--- config.mk ---
export PLATFORM = sky130hd
export DESIGN_NAME = csv_integer_cell_parser
export DESIGN_NICKNAME = d
export VERILOG_FILES = /design/src/rtl/csvp_pkg.sv /design/src/rtl/csvp_cfg.sv /design/src/rtl/csvp_core.sv /design/src/rtl/csvp_out_buf.sv /design/src/rtl/csv_integer_cell_parser.sv
export SDC_FILE = /design/constraint.sdc
export NUM_CORES = 1
export LEC_CHECK = 0
export BUFFER_PORTS_ARGS = -buffer_cell sky130_fd_sc_hd__buf_4
export CAP_MARGIN = 20
export CORE_MARGIN = 3
export CORE_UTILIZATION = 35
export DETAILED_ROUTE_END_ITERATION = 8
export PLACE_DENSITY_LB_ADDON = 0.3
export RECOVER_POWER = 25
export SYNTH_ARGS = -nofsm -noshare
export SYNTH_HDL_FRONTEND = slang
export SYNTH_SLANG_ARGS = --single-unit
--- constraint.sdc ---
create_clock -name clk -period 14.85 [get_ports clk]
set_clock_uncertainty 0.15 [all_clocks]
set_input_delay 0.7425 -clock clk [delete_from_list [all_inputs] [get_ports clk]]
set_output_delay 0.7425 -clock clk [all_outputs]
set_load 0.005 [all_outputs]
--- src/rtl/csvp_pkg.sv ---
// ----------------------------------------------------------------------------
// csvp_pkg
// Shared types and constants of the CSV integer cell parser.
// ----------------------------------------------------------------------------
`timescale 1ns / 1ps
`default_nettype none

package csvp_pkg;

  localparam int unsigned DEF_COORD_BITS = 16;
  localparam int unsigned OUT_COORD_BITS = 16;
  localparam int unsigned VALUE_BITS     = 32;

  localparam logic [7:0] DEF_COL_SEP = 8'd44;  // ','
  localparam logic [7:0] DEF_ROW_SEP = 8'd10;  // LF

  // configuration register map
  localparam int unsigned CFG_ADDR_BITS = 3;
  localparam logic        REG_COL_SEP   = 1'b0;
  localparam logic        REG_ROW_SEP   = 1'b1;

  // largest magnitude kept by the digit accumulator
  localparam logic [35:0] MAG_LIMIT = 36'h0_8000_0000;

  typedef struct packed {
    logic [VALUE_BITS-1:0]     value;
    logic [OUT_COORD_BITS-1:0] row;
    logic [OUT_COORD_BITS-1:0] column;
    logic                      ends_row;
    logic                      final_cell;
  } csvp_res_t;

endpackage

`default_nettype wire

--- src/rtl/csvp_cfg.sv ---
// ----------------------------------------------------------------------------
// csvp_cfg
// APB register file holding the column and row separator bytes.
// ----------------------------------------------------------------------------
`timescale 1ns / 1ps
`default_nettype none

module csvp_cfg
  import csvp_pkg::*;
(
  input  wire logic                     clk,
  input  wire logic                     rst_n,
  input  wire logic                     psel,
  input  wire logic                     penable,
  input  wire logic                     pwrite,
  input  wire logic [CFG_ADDR_BITS-1:0] paddr,
  input  wire logic [31:0]              pwdata,
  output logic      [31:0]              prdata,
  output logic                          pready,
  output logic      [7:0]               col_sep,
  output logic      [7:0]               row_sep
);

  logic [7:0] col_sep_r;
  logic [7:0] row_sep_r;
  logic       reg_sel;
  logic       wr_en;

  assign pready  = 1'b1;
  assign reg_sel = paddr[2];
  assign wr_en   = psel && penable && pwrite && pready;

  always_ff @(posedge clk) begin
    if (!rst_n) begin
      col_sep_r <= DEF_COL_SEP;
      row_sep_r <= DEF_ROW_SEP;
    end else if (wr_en) begin
      case (reg_sel)
        REG_COL_SEP: col_sep_r <= pwdata[7:0];
        REG_ROW_SEP: row_sep_r <= pwdata[7:0];
        default: ;
      endcase
    end
  end

  always_comb begin
    case (reg_sel)
      REG_COL_SEP: prdata = {24'd0, col_sep_r};
      REG_ROW_SEP: prdata = {24'd0, row_sep_r};
      default:     prdata = 32'd0;
    endcase
  end

  assign col_sep = col_sep_r;
  assign row_sep = row_sep_r;

endmodule

`default_nettype wire

--- src/rtl/csvp_core.sv ---
// ----------------------------------------------------------------------------
// csvp_core
// Input register and single-pass field parser with cell coordinates.
// ----------------------------------------------------------------------------
`timescale 1ns / 1ps
`default_nettype none

module csvp_core
  import csvp_pkg::*;
#(
  parameter int unsigned COORD_BITS = DEF_COORD_BITS
) (
  input  wire logic       clk,
  input  wire logic       rst_n,
  input  wire logic [7:0] in_byte,
  input  wire logic       in_eod,
  input  wire logic       in_valid,
  output logic            in_ready,
  input  wire logic [7:0] col_sep,
  input  wire logic [7:0] row_sep,
  input  wire logic       res_ready,
  output logic            res_valid,
  output csvp_res_t       res
);

  typedef enum logic [1:0] {
    PH_SKIP,
    PH_DIGITS,
    PH_STOPPED
  } phase_t;

  // input register
  logic       s1_valid_r;
  logic [7:0] s1_byte_r;
  logic       s1_eod_r;

  // parse state
  logic [31:0]           acc_r,     acc_nxt;
  logic                  neg_r,     neg_nxt;
  phase_t                phase_r,   phase_nxt;
  logic                  pending_r, pending_nxt;
  logic [COORD_BITS-1:0] row_r,     row_nxt;
  logic [COORD_BITS-1:0] col_r,     col_nxt;

  logic        advance;
  logic        is_digit;
  logic        is_space;
  logic [35:0] acc_x10;
  logic [35:0] acc_dig;
  logic [31:0] acc_sat;
  logic [31:0] emit_value;

  assign advance  = s1_valid_r && res_ready;
  assign in_ready = !s1_valid_r || res_ready;

  always_ff @(posedge clk) begin
    if (!rst_n) begin
      s1_valid_r <= 1'b0;
    end else if (in_ready) begin
      s1_valid_r <= in_valid;
    end
  end

  always_ff @(posedge clk) begin
    if (in_ready && in_valid) begin
      s1_byte_r <= in_byte;
      s1_eod_r  <= in_eod;
    end
  end

  assign is_digit = s1_byte_r inside {[8'h30:8'h39]};
  assign is_space = s1_byte_r inside {8'd32, [8'd9:8'd13]};

  // times ten as two shifts, then add the digit and clamp
  assign acc_x10 = ({4'd0, acc_r} << 3) + ({4'd0, acc_r} << 1);
  assign acc_dig = acc_x10 + {32'd0, s1_byte_r[3:0]};
  assign acc_sat = (acc_dig > MAG_LIMIT) ? MAG_LIMIT[31:0] : acc_dig[31:0];

  // magnitude never exceeds 2^31, so bit 31 alone flags positive overflow
  always_comb begin
    if (neg_r) begin
      emit_value = 32'd0 - acc_r;
    end else if (acc_r[31]) begin
      emit_value = 32'h7FFF_FFFF;
    end else begin
      emit_value = acc_r;
    end
  end

  always_comb begin
    acc_nxt        = acc_r;
    neg_nxt        = neg_r;
    phase_nxt      = phase_r;
    pending_nxt    = pending_r;
    row_nxt        = row_r;
    col_nxt        = col_r;
    res_valid      = 1'b0;
    res.value      = emit_value;
    res.row        = OUT_COORD_BITS'(row_r);
    res.column     = OUT_COORD_BITS'(col_r);
    res.ends_row   = 1'b0;
    res.final_cell = 1'b0;
    if (advance) begin
      if (s1_eod_r) begin
        res_valid      = pending_r;
        res.final_cell = 1'b1;
        acc_nxt        = 32'd0;
        neg_nxt        = 1'b0;
        phase_nxt      = PH_SKIP;
        pending_nxt    = 1'b0;
        row_nxt        = '0;
        col_nxt        = '0;
      end else if (s1_byte_r == row_sep) begin
        res_valid    = 1'b1;
        res.ends_row = 1'b1;
        acc_nxt      = 32'd0;
        neg_nxt      = 1'b0;
        phase_nxt    = PH_SKIP;
        pending_nxt  = 1'b0;
        col_nxt      = '0;
        row_nxt      = row_r + 1'b1;
      end else if (s1_byte_r == col_sep) begin
        res_valid   = 1'b1;
        acc_nxt     = 32'd0;
        neg_nxt     = 1'b0;
        phase_nxt   = PH_SKIP;
        pending_nxt = 1'b0;
        col_nxt     = col_r + 1'b1;
      end else begin
        pending_nxt = 1'b1;
        case (phase_r)
          PH_SKIP: begin
            if (is_space) begin
              phase_nxt = PH_SKIP;
            end else if (s1_byte_r == "+" || s1_byte_r == "-") begin
              neg_nxt   = (s1_byte_r == "-");
              phase_nxt = PH_DIGITS;
            end else if (is_digit) begin
              acc_nxt   = acc_sat;
              phase_nxt = PH_DIGITS;
            end else begin
              phase_nxt = PH_STOPPED;
            end
          end
          PH_DIGITS: begin
            if (is_digit) begin
              acc_nxt = acc_sat;
            end else begin
              phase_nxt = PH_STOPPED;
            end
          end
          default: ;  // stopped: ignore until the field ends
        endcase
      end
    end
  end

  always_ff @(posedge clk) begin
    if (!rst_n) begin
      acc_r     <= 32'd0;
      neg_r     <= 1'b0;
      phase_r   <= PH_SKIP;
      pending_r <= 1'b0;
      row_r     <= '0;
      col_r     <= '0;
    end else begin
      acc_r     <= acc_nxt;
      neg_r     <= neg_nxt;
      phase_r   <= phase_nxt;
      pending_r <= pending_nxt;
      row_r     <= row_nxt;
      col_r     <= col_nxt;
    end
  end

endmodule

`default_nettype wire

--- src/rtl/csvp_out_buf.sv ---
// ----------------------------------------------------------------------------
// csvp_out_buf
// Result register with a skid stage so out_tready never reaches upstream
// combinationally; upstream waits only while the skid word is held.
// ----------------------------------------------------------------------------
`timescale 1ns / 1ps
`default_nettype none

module csvp_out_buf
  import csvp_pkg::*;
(
  input  wire logic      clk,
  input  wire logic      rst_n,
  input  wire logic      push,
  input  wire csvp_res_t push_data,
  output logic           push_ready,
  output logic           out_valid,
  input  wire logic      out_ready,
  output csvp_res_t      out_data
);

  logic      out_valid_r;
  csvp_res_t out_data_r;
  logic      skid_valid_r;
  csvp_res_t skid_data_r;
  logic      out_free;

  assign push_ready = !skid_valid_r;
  assign out_free   = !out_valid_r || out_ready;

  always_ff @(posedge clk) begin
    if (!rst_n) begin
      out_valid_r  <= 1'b0;
      skid_valid_r <= 1'b0;
    end else if (out_free) begin
      // drain the skid word first to keep order
      out_valid_r  <= skid_valid_r || push;
      skid_valid_r <= skid_valid_r && push;
    end else if (push) begin
      skid_valid_r <= 1'b1;
    end
  end

  always_ff @(posedge clk) begin
    if (out_free) begin
      out_data_r  <= skid_valid_r ? skid_data_r : push_data;
      skid_data_r <= push_data;
    end else if (push) begin
      skid_data_r <= push_data;
    end
  end

  assign out_valid = out_valid_r;
  assign out_data  = out_data_r;

endmodule

`default_nettype wire

--- src/rtl/csv_integer_cell_parser.sv ---
// ----------------------------------------------------------------------------
// csv_integer_cell_parser
// CSV text to signed integer cells, one text byte per word.
// ----------------------------------------------------------------------------
// Takes one byte per clock on the in_ stream and emits a cell on the out_
// stream at each column or row separator, and at in_tlast when a field is
// pending. Sustained rate is one byte per cycle while no skid word is held;
// a cell passes the input register, then the result register, to out_.
// The multiply-by-ten and add of the digit accumulator set the cycle time.
// Separators are set through the cfg_ APB port: column separator at address
// 0, row separator at address 4.
// ----------------------------------------------------------------------------
`timescale 1ns / 1ps
`default_nettype none

module csv_integer_cell_parser
  import csvp_pkg::*;
#(
  parameter int unsigned COORD_BITS = DEF_COORD_BITS
) (
  input  wire logic                     clk,
  input  wire logic                     rst_n,
  input  wire logic                     in_tvalid,
  output logic                          in_tready,
  input  wire logic [7:0]               in_tdata,   // [7:0] text_byte
  input  wire logic                     in_tlast,   // end_of_data
  output logic                          out_tvalid,
  input  wire logic                     out_tready,
  output logic      [63:0]              out_tdata,  // [31:0] cell_value,
                                                    // [47:32] cell_row,
                                                    // [63:48] cell_column
  output logic                          out_tlast,  // ends_row
  output logic                          out_tuser,  // final_cell
  input  wire logic                     cfg_psel,
  input  wire logic                     cfg_penable,
  input  wire logic                     cfg_pwrite,
  input  wire logic [CFG_ADDR_BITS-1:0] cfg_paddr,
  input  wire logic [31:0]              cfg_pwdata,
  output logic      [31:0]              cfg_prdata,
  output logic                          cfg_pready
);

  logic [7:0] col_sep;
  logic [7:0] row_sep;
  logic       res_valid;
  logic       res_ready;
  csvp_res_t  res;
  csvp_res_t  out_res;

  csvp_cfg u_cfg (
    .clk     (clk),
    .rst_n   (rst_n),
    .psel    (cfg_psel),
    .penable (cfg_penable),
    .pwrite  (cfg_pwrite),
    .paddr   (cfg_paddr),
    .pwdata  (cfg_pwdata),
    .prdata  (cfg_prdata),
    .pready  (cfg_pready),
    .col_sep (col_sep),
    .row_sep (row_sep)
  );

  csvp_core #(
    .COORD_BITS (COORD_BITS)
  ) u_core (
    .clk       (clk),
    .rst_n     (rst_n),
    .in_byte   (in_tdata),
    .in_eod    (in_tlast),
    .in_valid  (in_tvalid),
    .in_ready  (in_tready),
    .col_sep   (col_sep),
    .row_sep   (row_sep),
    .res_ready (res_ready),
    .res_valid (res_valid),
    .res       (res)
  );

  csvp_out_buf u_out_buf (
    .clk        (clk),
    .rst_n      (rst_n),
    .push       (res_valid),
    .push_data  (res),
    .push_ready (res_ready),
    .out_valid  (out_tvalid),
    .out_ready  (out_tready),
    .out_data   (out_res)
  );

  assign out_tdata = {out_res.column, out_res.row, out_res.value};
  assign out_tlast = out_res.ends_row;
  assign out_tuser = out_res.final_cell;

endmodule

`default_nettype wire

### Word-level counts from Yosys, hierarchy flattened

Index checks and enable logic that the tools add are counted.

| operators by class | value |
|---|---|
| muxes and demuxes | 46 |
| equal/unequal tests | 10 |
| div/mod/pow operators | 0 |
| $mul | 0 |
| bitwise operators | 1 |
| shift-type cells | 0 |
| magnitude comparators | 5 |
| reductions and logical operators | 29 |
| $add $sub $neg | 5 |

Operators with widths:

| kind | number |
|---|---|
| two-way mux 32 bit | 8 |
| two-way mux 66 bit | 3 |
| one-hot mux 32 bit (2 select lines) | 2 |
| two-way mux 16 bit | 5 |
| adder 35 x 33 -> 36 bit | 1 |
| adder 36 x 4 -> 36 bit | 1 |
| > comparator 36 x 32 -> 1 bit, second input constant | 1 |
| adder 16 x 1 -> 16 bit, second input constant | 2 |
| subtractor 1 x 32 -> 32 bit, first input constant | 1 |
| two-way mux 31 bit | 1 |
| == test 8 x 6 -> 1 bit, second input constant | 3 |
| two-way mux 1 bit | 18 |
| == test 8 bit | 2 |
| two-way mux 2 bit | 8 |
| inequality test 5 x 4 -> 1 bit, second input constant | 2 |
| >= comparator 8 x 4 -> 1 bit, second input constant | 1 |
| >= comparator 8 x 6 -> 1 bit, second input constant | 1 |
| less-or-equal comparator 8 x 4 -> 1 bit, second input constant | 1 |
| less-or-equal comparator 8 x 6 -> 1 bit, second input constant | 1 |
| AND reduction 2 bit | 4 |
| AND reduction 4 bit | 2 |
| nonzero test 4 bit | 2 |
| logical AND 1 bit | 7 |
| nonzero test 2 bit | 3 |
| 11 further kinds | 16 |

| word-level totals | value |
|---|---|
| bits in writable memories | 0 |
| memory bits (read-only) | 0 |
| word-level logic and storage cells | 119 |
| flip-flop bits (word level) | 228 |
| output and inout port bits | 101 |
| input bits | 51 |
| memories | 0 |
| latch bits | 0 |

### Logic depth before layout (Yosys ltp)

| depth | value |
|---|---|
| depth in word-level cells | 11 |
| depth in mapped cells | 15 |

### Hierarchy

From an unflattened synthesis, not the netlist that was laid out.

| second synthesis, totals | value |
|---|---|
| cell total of the unflattened synthesis | 1101 |
| area total of the unflattened synthesis | 12172.9 um^2 |

Modules (own cells, without submodules):

| module | cells each | area an instance (um^2) | seq. area each (um^2) | times used |
|---|---|---|---|---|
| csvp_core | 781 | 6299.8 | 1651.6 | 1 |
| csvp_out_buf | 216 | 4885.9 | 4003.8 | 1 |
| csvp_cfg | 104 | 987.2 | 320.3 | 1 |

### Least setup slack after synthesis

No wires, ideal clock.

| timing path | value |
|---|---|
| kind | reg2reg |
| from | register u_core.s1_byte_r[1] |
| to | register u_out_buf.skid_data_r[0] in the netlist's numbering (enable) |
| library setup time | 503 ps |
| data arrival time | 4878 ps |
| path buffers | 3 |
| stages on the path, launching flop included | 10 |
| setup slack | 9319 ps |
| required time | 14197 ps |
| cells stage by stage | edfxtp_1 > buf_2 > xor2_1 > nor2_1 > a41o_1 > clkbuf_1 > a21oi_1 > nand2b_1 > clkbuf_1 > o21bai_1 |

| on the way | value |
|---|---|
| longest elaborated chain between the ends | 6 |

RTL lines:

| what | line | RTL |
|---|---|---|
| start, declared | csvp_core.sv:34 | `logic [7:0] s1_byte_r;` |
| start signal, assigned | csvp_core.sv:66 | `s1_byte_r <= in_byte;` |
| == test 8 bit | csvp_core.sv:122 | `end else if (s1_byte_r == col_sep) begin` |
| two-way mux 1 bit | csvp_core.sv:122 |  |
| two-way mux 1 bit (*) | csvp_core.sv:113 | `end else if (s1_byte_r == row_sep) begin` |
| two-way mux 1 bit (*) | csvp_core.sv:104 | `if (s1_eod_r) begin` |
| two-way mux 1 bit (*) | csvp_core.sv:103 | `if (advance) begin` |
| nonzero test 2 bit (no source line) (*) | n/a |  |
| end signal, assigned | csvp_out_buf.sv:47 | `skid_data_r <= push_data;` |
| end signal, assigned | csvp_out_buf.sv:49 | `skid_data_r <= push_data;` |
| end, declared | csvp_out_buf.sv:25 | `csvp_res_t skid_data_r;` |

Mark *: on every way between the ends. The rest lies on a longest branch, timed or not.
A chain may end at the register's enable or synchronous reset.

### Final worst setup path

| timing path | value |
|---|---|
| from | register u_out_buf.out_valid_r, in the netlist u_out_buf.out_valid |
| to | register u_out_buf.skid_data_r[53] in the netlist's numbering (enable) |

| on the way | value |
|---|---|
| longest elaborated chain between the ends | 3 |

RTL lines:

| what | line | RTL |
|---|---|---|
| start, declared | csvp_out_buf.sv:22 | `logic out_valid_r;` |
| start signal, assigned | csvp_out_buf.sv:37 | `out_valid_r <= skid_valid_r \|\| push;` |
| zero test 1 bit | csvp_out_buf.sv:29 | `assign out_free = !out_valid_r \|\| out_ready;` |
| logical OR 1 bit | csvp_out_buf.sv:29 |  |
| named net u_out_buf.out_free | csvp_out_buf.sv:26 | `logic out_free;` |
| nonzero test 2 bit (no source line) | n/a |  |

The timed path passes the listed nets, and every way through them passes these cells.

==> summary.md <==
| Metric | Value |
|---|---|
| Status | `finished, violations left` |
| Failing checks | `capacitance limit, slew limit` |
| RSZ-0062 raised after global routing | `false` |
| Cells after synthesis | `1,117` |
| Area of the multi-input gates | `5600 sq um` |
| Initial antenna violation count | `0` |
| Post-CTS Setup Bufs | `0` |
| Filler cell count | `3,176` |
| Measured slew at the worst slew-check pin | `3.66 ns` |
| Avg Inst Size Synth | `10.7 sq um` |
| XOR/XNOR share of the synthesized area | `6.90%` |
| Vias in the first global route | `8,215` |
| Io pins | `152` |
| GRT Residual Overflow | `0` |
| Synth top area share | `35.5%` |
| Register area | `5980 sq um` |
| Yosys cell types | `63` |
| I/O Buffers | `100` |
| Number of cells on the worst hold path | `1` |
| Core area | `33,000 sq um` |
| Worst hold endpoint | `u_core.s1_byte_r[6]` |
| FP Rows | `66` |
| Commonest non-fill, non-tap cell in the layout | `edfxtp_1` |
| Number of max-cap violations | `1` |
| Peak VDD IR | `0.0595 mV` |
| Top FF cell, synth | `edfxtp_1` |
| Clock Root Buffer | `clkbuf_16` |
| CTS tree | `built` |
| GPL Wtd Cong | `0.857` |
| Avg Vias per Cell | `5.07` |
| Post-CTS Hold Buffers | `0` |
| Crit Path Class | `reg -> reg` |
| Rel. slew slack | `-144%` |
| Hold crit path type | `in -> reg` |
| Hold_sp | `in_tdata[6]` |
| Worst R2R Path Depth | `4` |
| Total GRT Usage | `14.1%` |
| Register area share after synthesis | `50.1%` |
| Reg clk slew, reported paths | `0.06 ns` |
| Via count | `8,421` |
| Slew Limit Fails | `70` |
| Async SR Flop Fraction | `0%` |
| Die span in y | `191 microns` |
| Final hold violation count | `0` |
| Largest cells by area after synthesis | `edfxtp_1, dfxtp_1, ha_1, mux2_2, xor2_1` |
| Mux cell area share after synthesis | `6.60%` |
| Syn-to-layout area delta | `15.5%` |
| Largest family of logic cells by synthesized area | `simple AND/OR/NAND/NOR gates` |
| Crit-path max cell delay | `2.56 ns` |
| Warnings from Yosys | `0` |
| Netlist Area Pre-Place | `11,900 sq um` |
| H-Tree Depth | `1` |
| Clock buffer depth | `3` |
| Die footprint | `36,300 sq um` |
| Tcrit/Tclk final | `32.0%` |
| Worst path cell trace | `nand2b_4, clkbuf_1, o21bai_4, buf_4` |
| Drt drc | `0` |
| Initial DRC Count | `409` |
| Total CTS buffers | `24` |
| Post-Synth Simple-Gate Area | `13.8%` |
| EDFF count, synth | `141` |
| R2r endpoint | `u_out_buf.skid_data_r[53]` |
| CP arrival | `4.74 ns` |
| Slack of the worst reg-to-reg path | `10.10 ns` |
| Largest area contributor in the netlist | `edfxtp_1` |
| Clk Latency, worst-skew pair | `0.52 ns` |
| Synth Area in Compound Gates | `11.3%` |
| R2R Path Start | `u_out_buf.out_valid` |
| Layout cells sized above 1 | `17.9%` |
| Antenna diode instance count | `0` |
| Crit. Startpoint | `u_out_buf.out_valid` |
| Post-CTS sizing | `0` |
| Number of clock sinks | `228` |
| Die W | `191 microns` |
| Drt total wl | `25.9 mm` |
| Placed Area | `13,000 sq um` |
| Cell Pwr Density | `94.7 nW/um^2` |
| DR pass1 iterations | `4` |
| Crit-path slowest cell | `clkbuf_1` |
| Setup TNS | `0 ns` |
| Worst Path Required | `14.84 ns` |
| Leak Pwr | `5.93 nW` |
| Initial Util | `36.1%` |
| Crit-path max FO | `69` |
| Tmin final | `4.75 ns` |
| Critical path startpoint category | `register` |
| Most frequent cells in the layout | `edfxtp_1, nand2_1, nor2_1` |
| Fmax | `211 MHz` |
| Adder-cell area share of the yosys netlist | `7.36%` |
| Critical path capture point type | `register` |
| # setup viols final | `0` |
| Nets | `1,320` |
| Flops & latches, synth | `228` |
| Antenna viol nets, final | `0` |
| DP HPWL | `18.2 mm` |
| Final design area excluding fillers | `13,800 sq um` |
| Largest net degree at the start of global routing | `74` |
| Routed wire per std cell | `15.6 microns` |
| Global-route wire length before repair | `42.6 mm` |
==> registers in the layout, indices dropped and copies added, names as in the netlist, 2 cells and up <==
register and flops:
u_out_buf.out_data 66, u_out_buf.skid_data_r 66, u_core.acc_r 32, u_core.col_r 16, u_core.row_r 16, u_cfg.col_sep 8, u_cfg.row_sep 8, u_core.s1_byte_r 8
u_core.phase_r 2
==> worst max path at each step <==
| stage | to | slack (ns) | cells after the start |
|---|---|---|---|
| after global placement | u_core.acc_r[21] | 10.35 | 11 |
| after detailed placement | u_core.acc_r[10] | 10.32 | 11 |
| after CTS | u_core.acc_r[21] | 10.28 | 11 |
| after global routing | u_out_buf.skid_data_r[55] | 9.49 | 4 |
| after floorplan | u_out_buf.skid_data_r[0] | 9.32 | 9 |
| final | u_out_buf.skid_data_r[53] | 10.10 | 4 |
==> metrics by stage <==
stage / std cells / power [mW] / hold slack, ns / utilization [%] / setup slack [ns]
5_1_grt: 1660 / 1.35 / 0.256 / 41.7 / 9.49
3_5_place_dp: 1615 / 0.737 / 0.301 / 39.4 / 10.32
3_3_place_gp: 1615 / 0.736 / 0.295 / 39.4 / 10.35
6_report: 1660 / 1.31 / 0.270 / 41.7 / 10.10
4_1_cts: 1659 / 1.33 / 0.223 / 41.7 / 10.28
2_1_floorplan: 1140 / 0.721 / 0.256 / - / 9.32
==> worst max-delay path: cells and delay by family (launching register included) <==
kind / cells / cell delay [ns]
DFF: 1 / 0.34
buffers and inverters: 2 / 3.29
AOI/OAI and AO/OA: 1 / 0.47
and+or+nand+nor: 1 / 0.07
==> cells by family after synthesis <==
| group | Yosys count |
|---|---|
| XOR/XNOR | 94 |
| flip-flops | 228 |
| multiplexers | 70 |
| adder cells (fa/ha/maj) | 69 |
| buffers and inverters | 97 |
| AND/OR/NAND/NOR | 345 |
| other | 2 |
| AO/OA/AOI/OAI | 212 |
==> synthesized netlist by cell type (3+ instances only) <==
cell type and number:
a21o_1 5, or4_4 3, a31oi_1 4, nand2_1 109
and2_1 6, ha_1 67, xor2_1 53, clkbuf_1 36
and3_1 6, nor2_1 99, or3_1 14, o31ai_1 8
a21oi_1 88, nor3_1 23, edfxtp_1 141, o21ai_0 42
a32o_1 24, and4_1 4, buf_2 7, o21a_1 5
nand3_1 25, a221oi_1 4, mux2_2 69, nor2b_1 7
inv_1 24, nand2b_1 10, or4_1 3, xnor2_1 41
nor4_1 11, buf_4 25, nand3b_1 3, o211ai_1 5
nand4_1 16, dfxtp_1 87, a211oi_1 5
==> area by class of cell <==
| class | instances | share of cell area, % |
|---|---|---|
| Clock inverter | 14 | 0.999 |
| Sequential cell | 228 | 43.4 |
| Multi-Input combinational cell | 815 | 40.7 |
| Tap cell | 442 | 4.01 |
| Timing Repair Buffer | 106 | 5.69 |
| Inverter | 25 | 0.681 |
| Clock buffer | 30 | 4.59 |
==> per-layer routing <==
metal / up-vias / GRT usage [%] / part of all wire (%)
met5: - / 0 / 0
met4: 0 / 3.56 / 1.8
met3: 39 / 1.93 / 4.8
met2: 171 / 22.9 / 45
met1: 3990 / 20.0 / 49
li1: 4221 / - / -
==> report_power, final <==
part | switching [mW] | leakage (nW) | internal (mW)
clock network | 0.244 | 0.377 | 0.339
logic | 0.0232 | 3.16 | 0.0162
registers | 0.00636 | 2.40 | 0.677
Note: power is estimated with default switching activity, not from simulation.
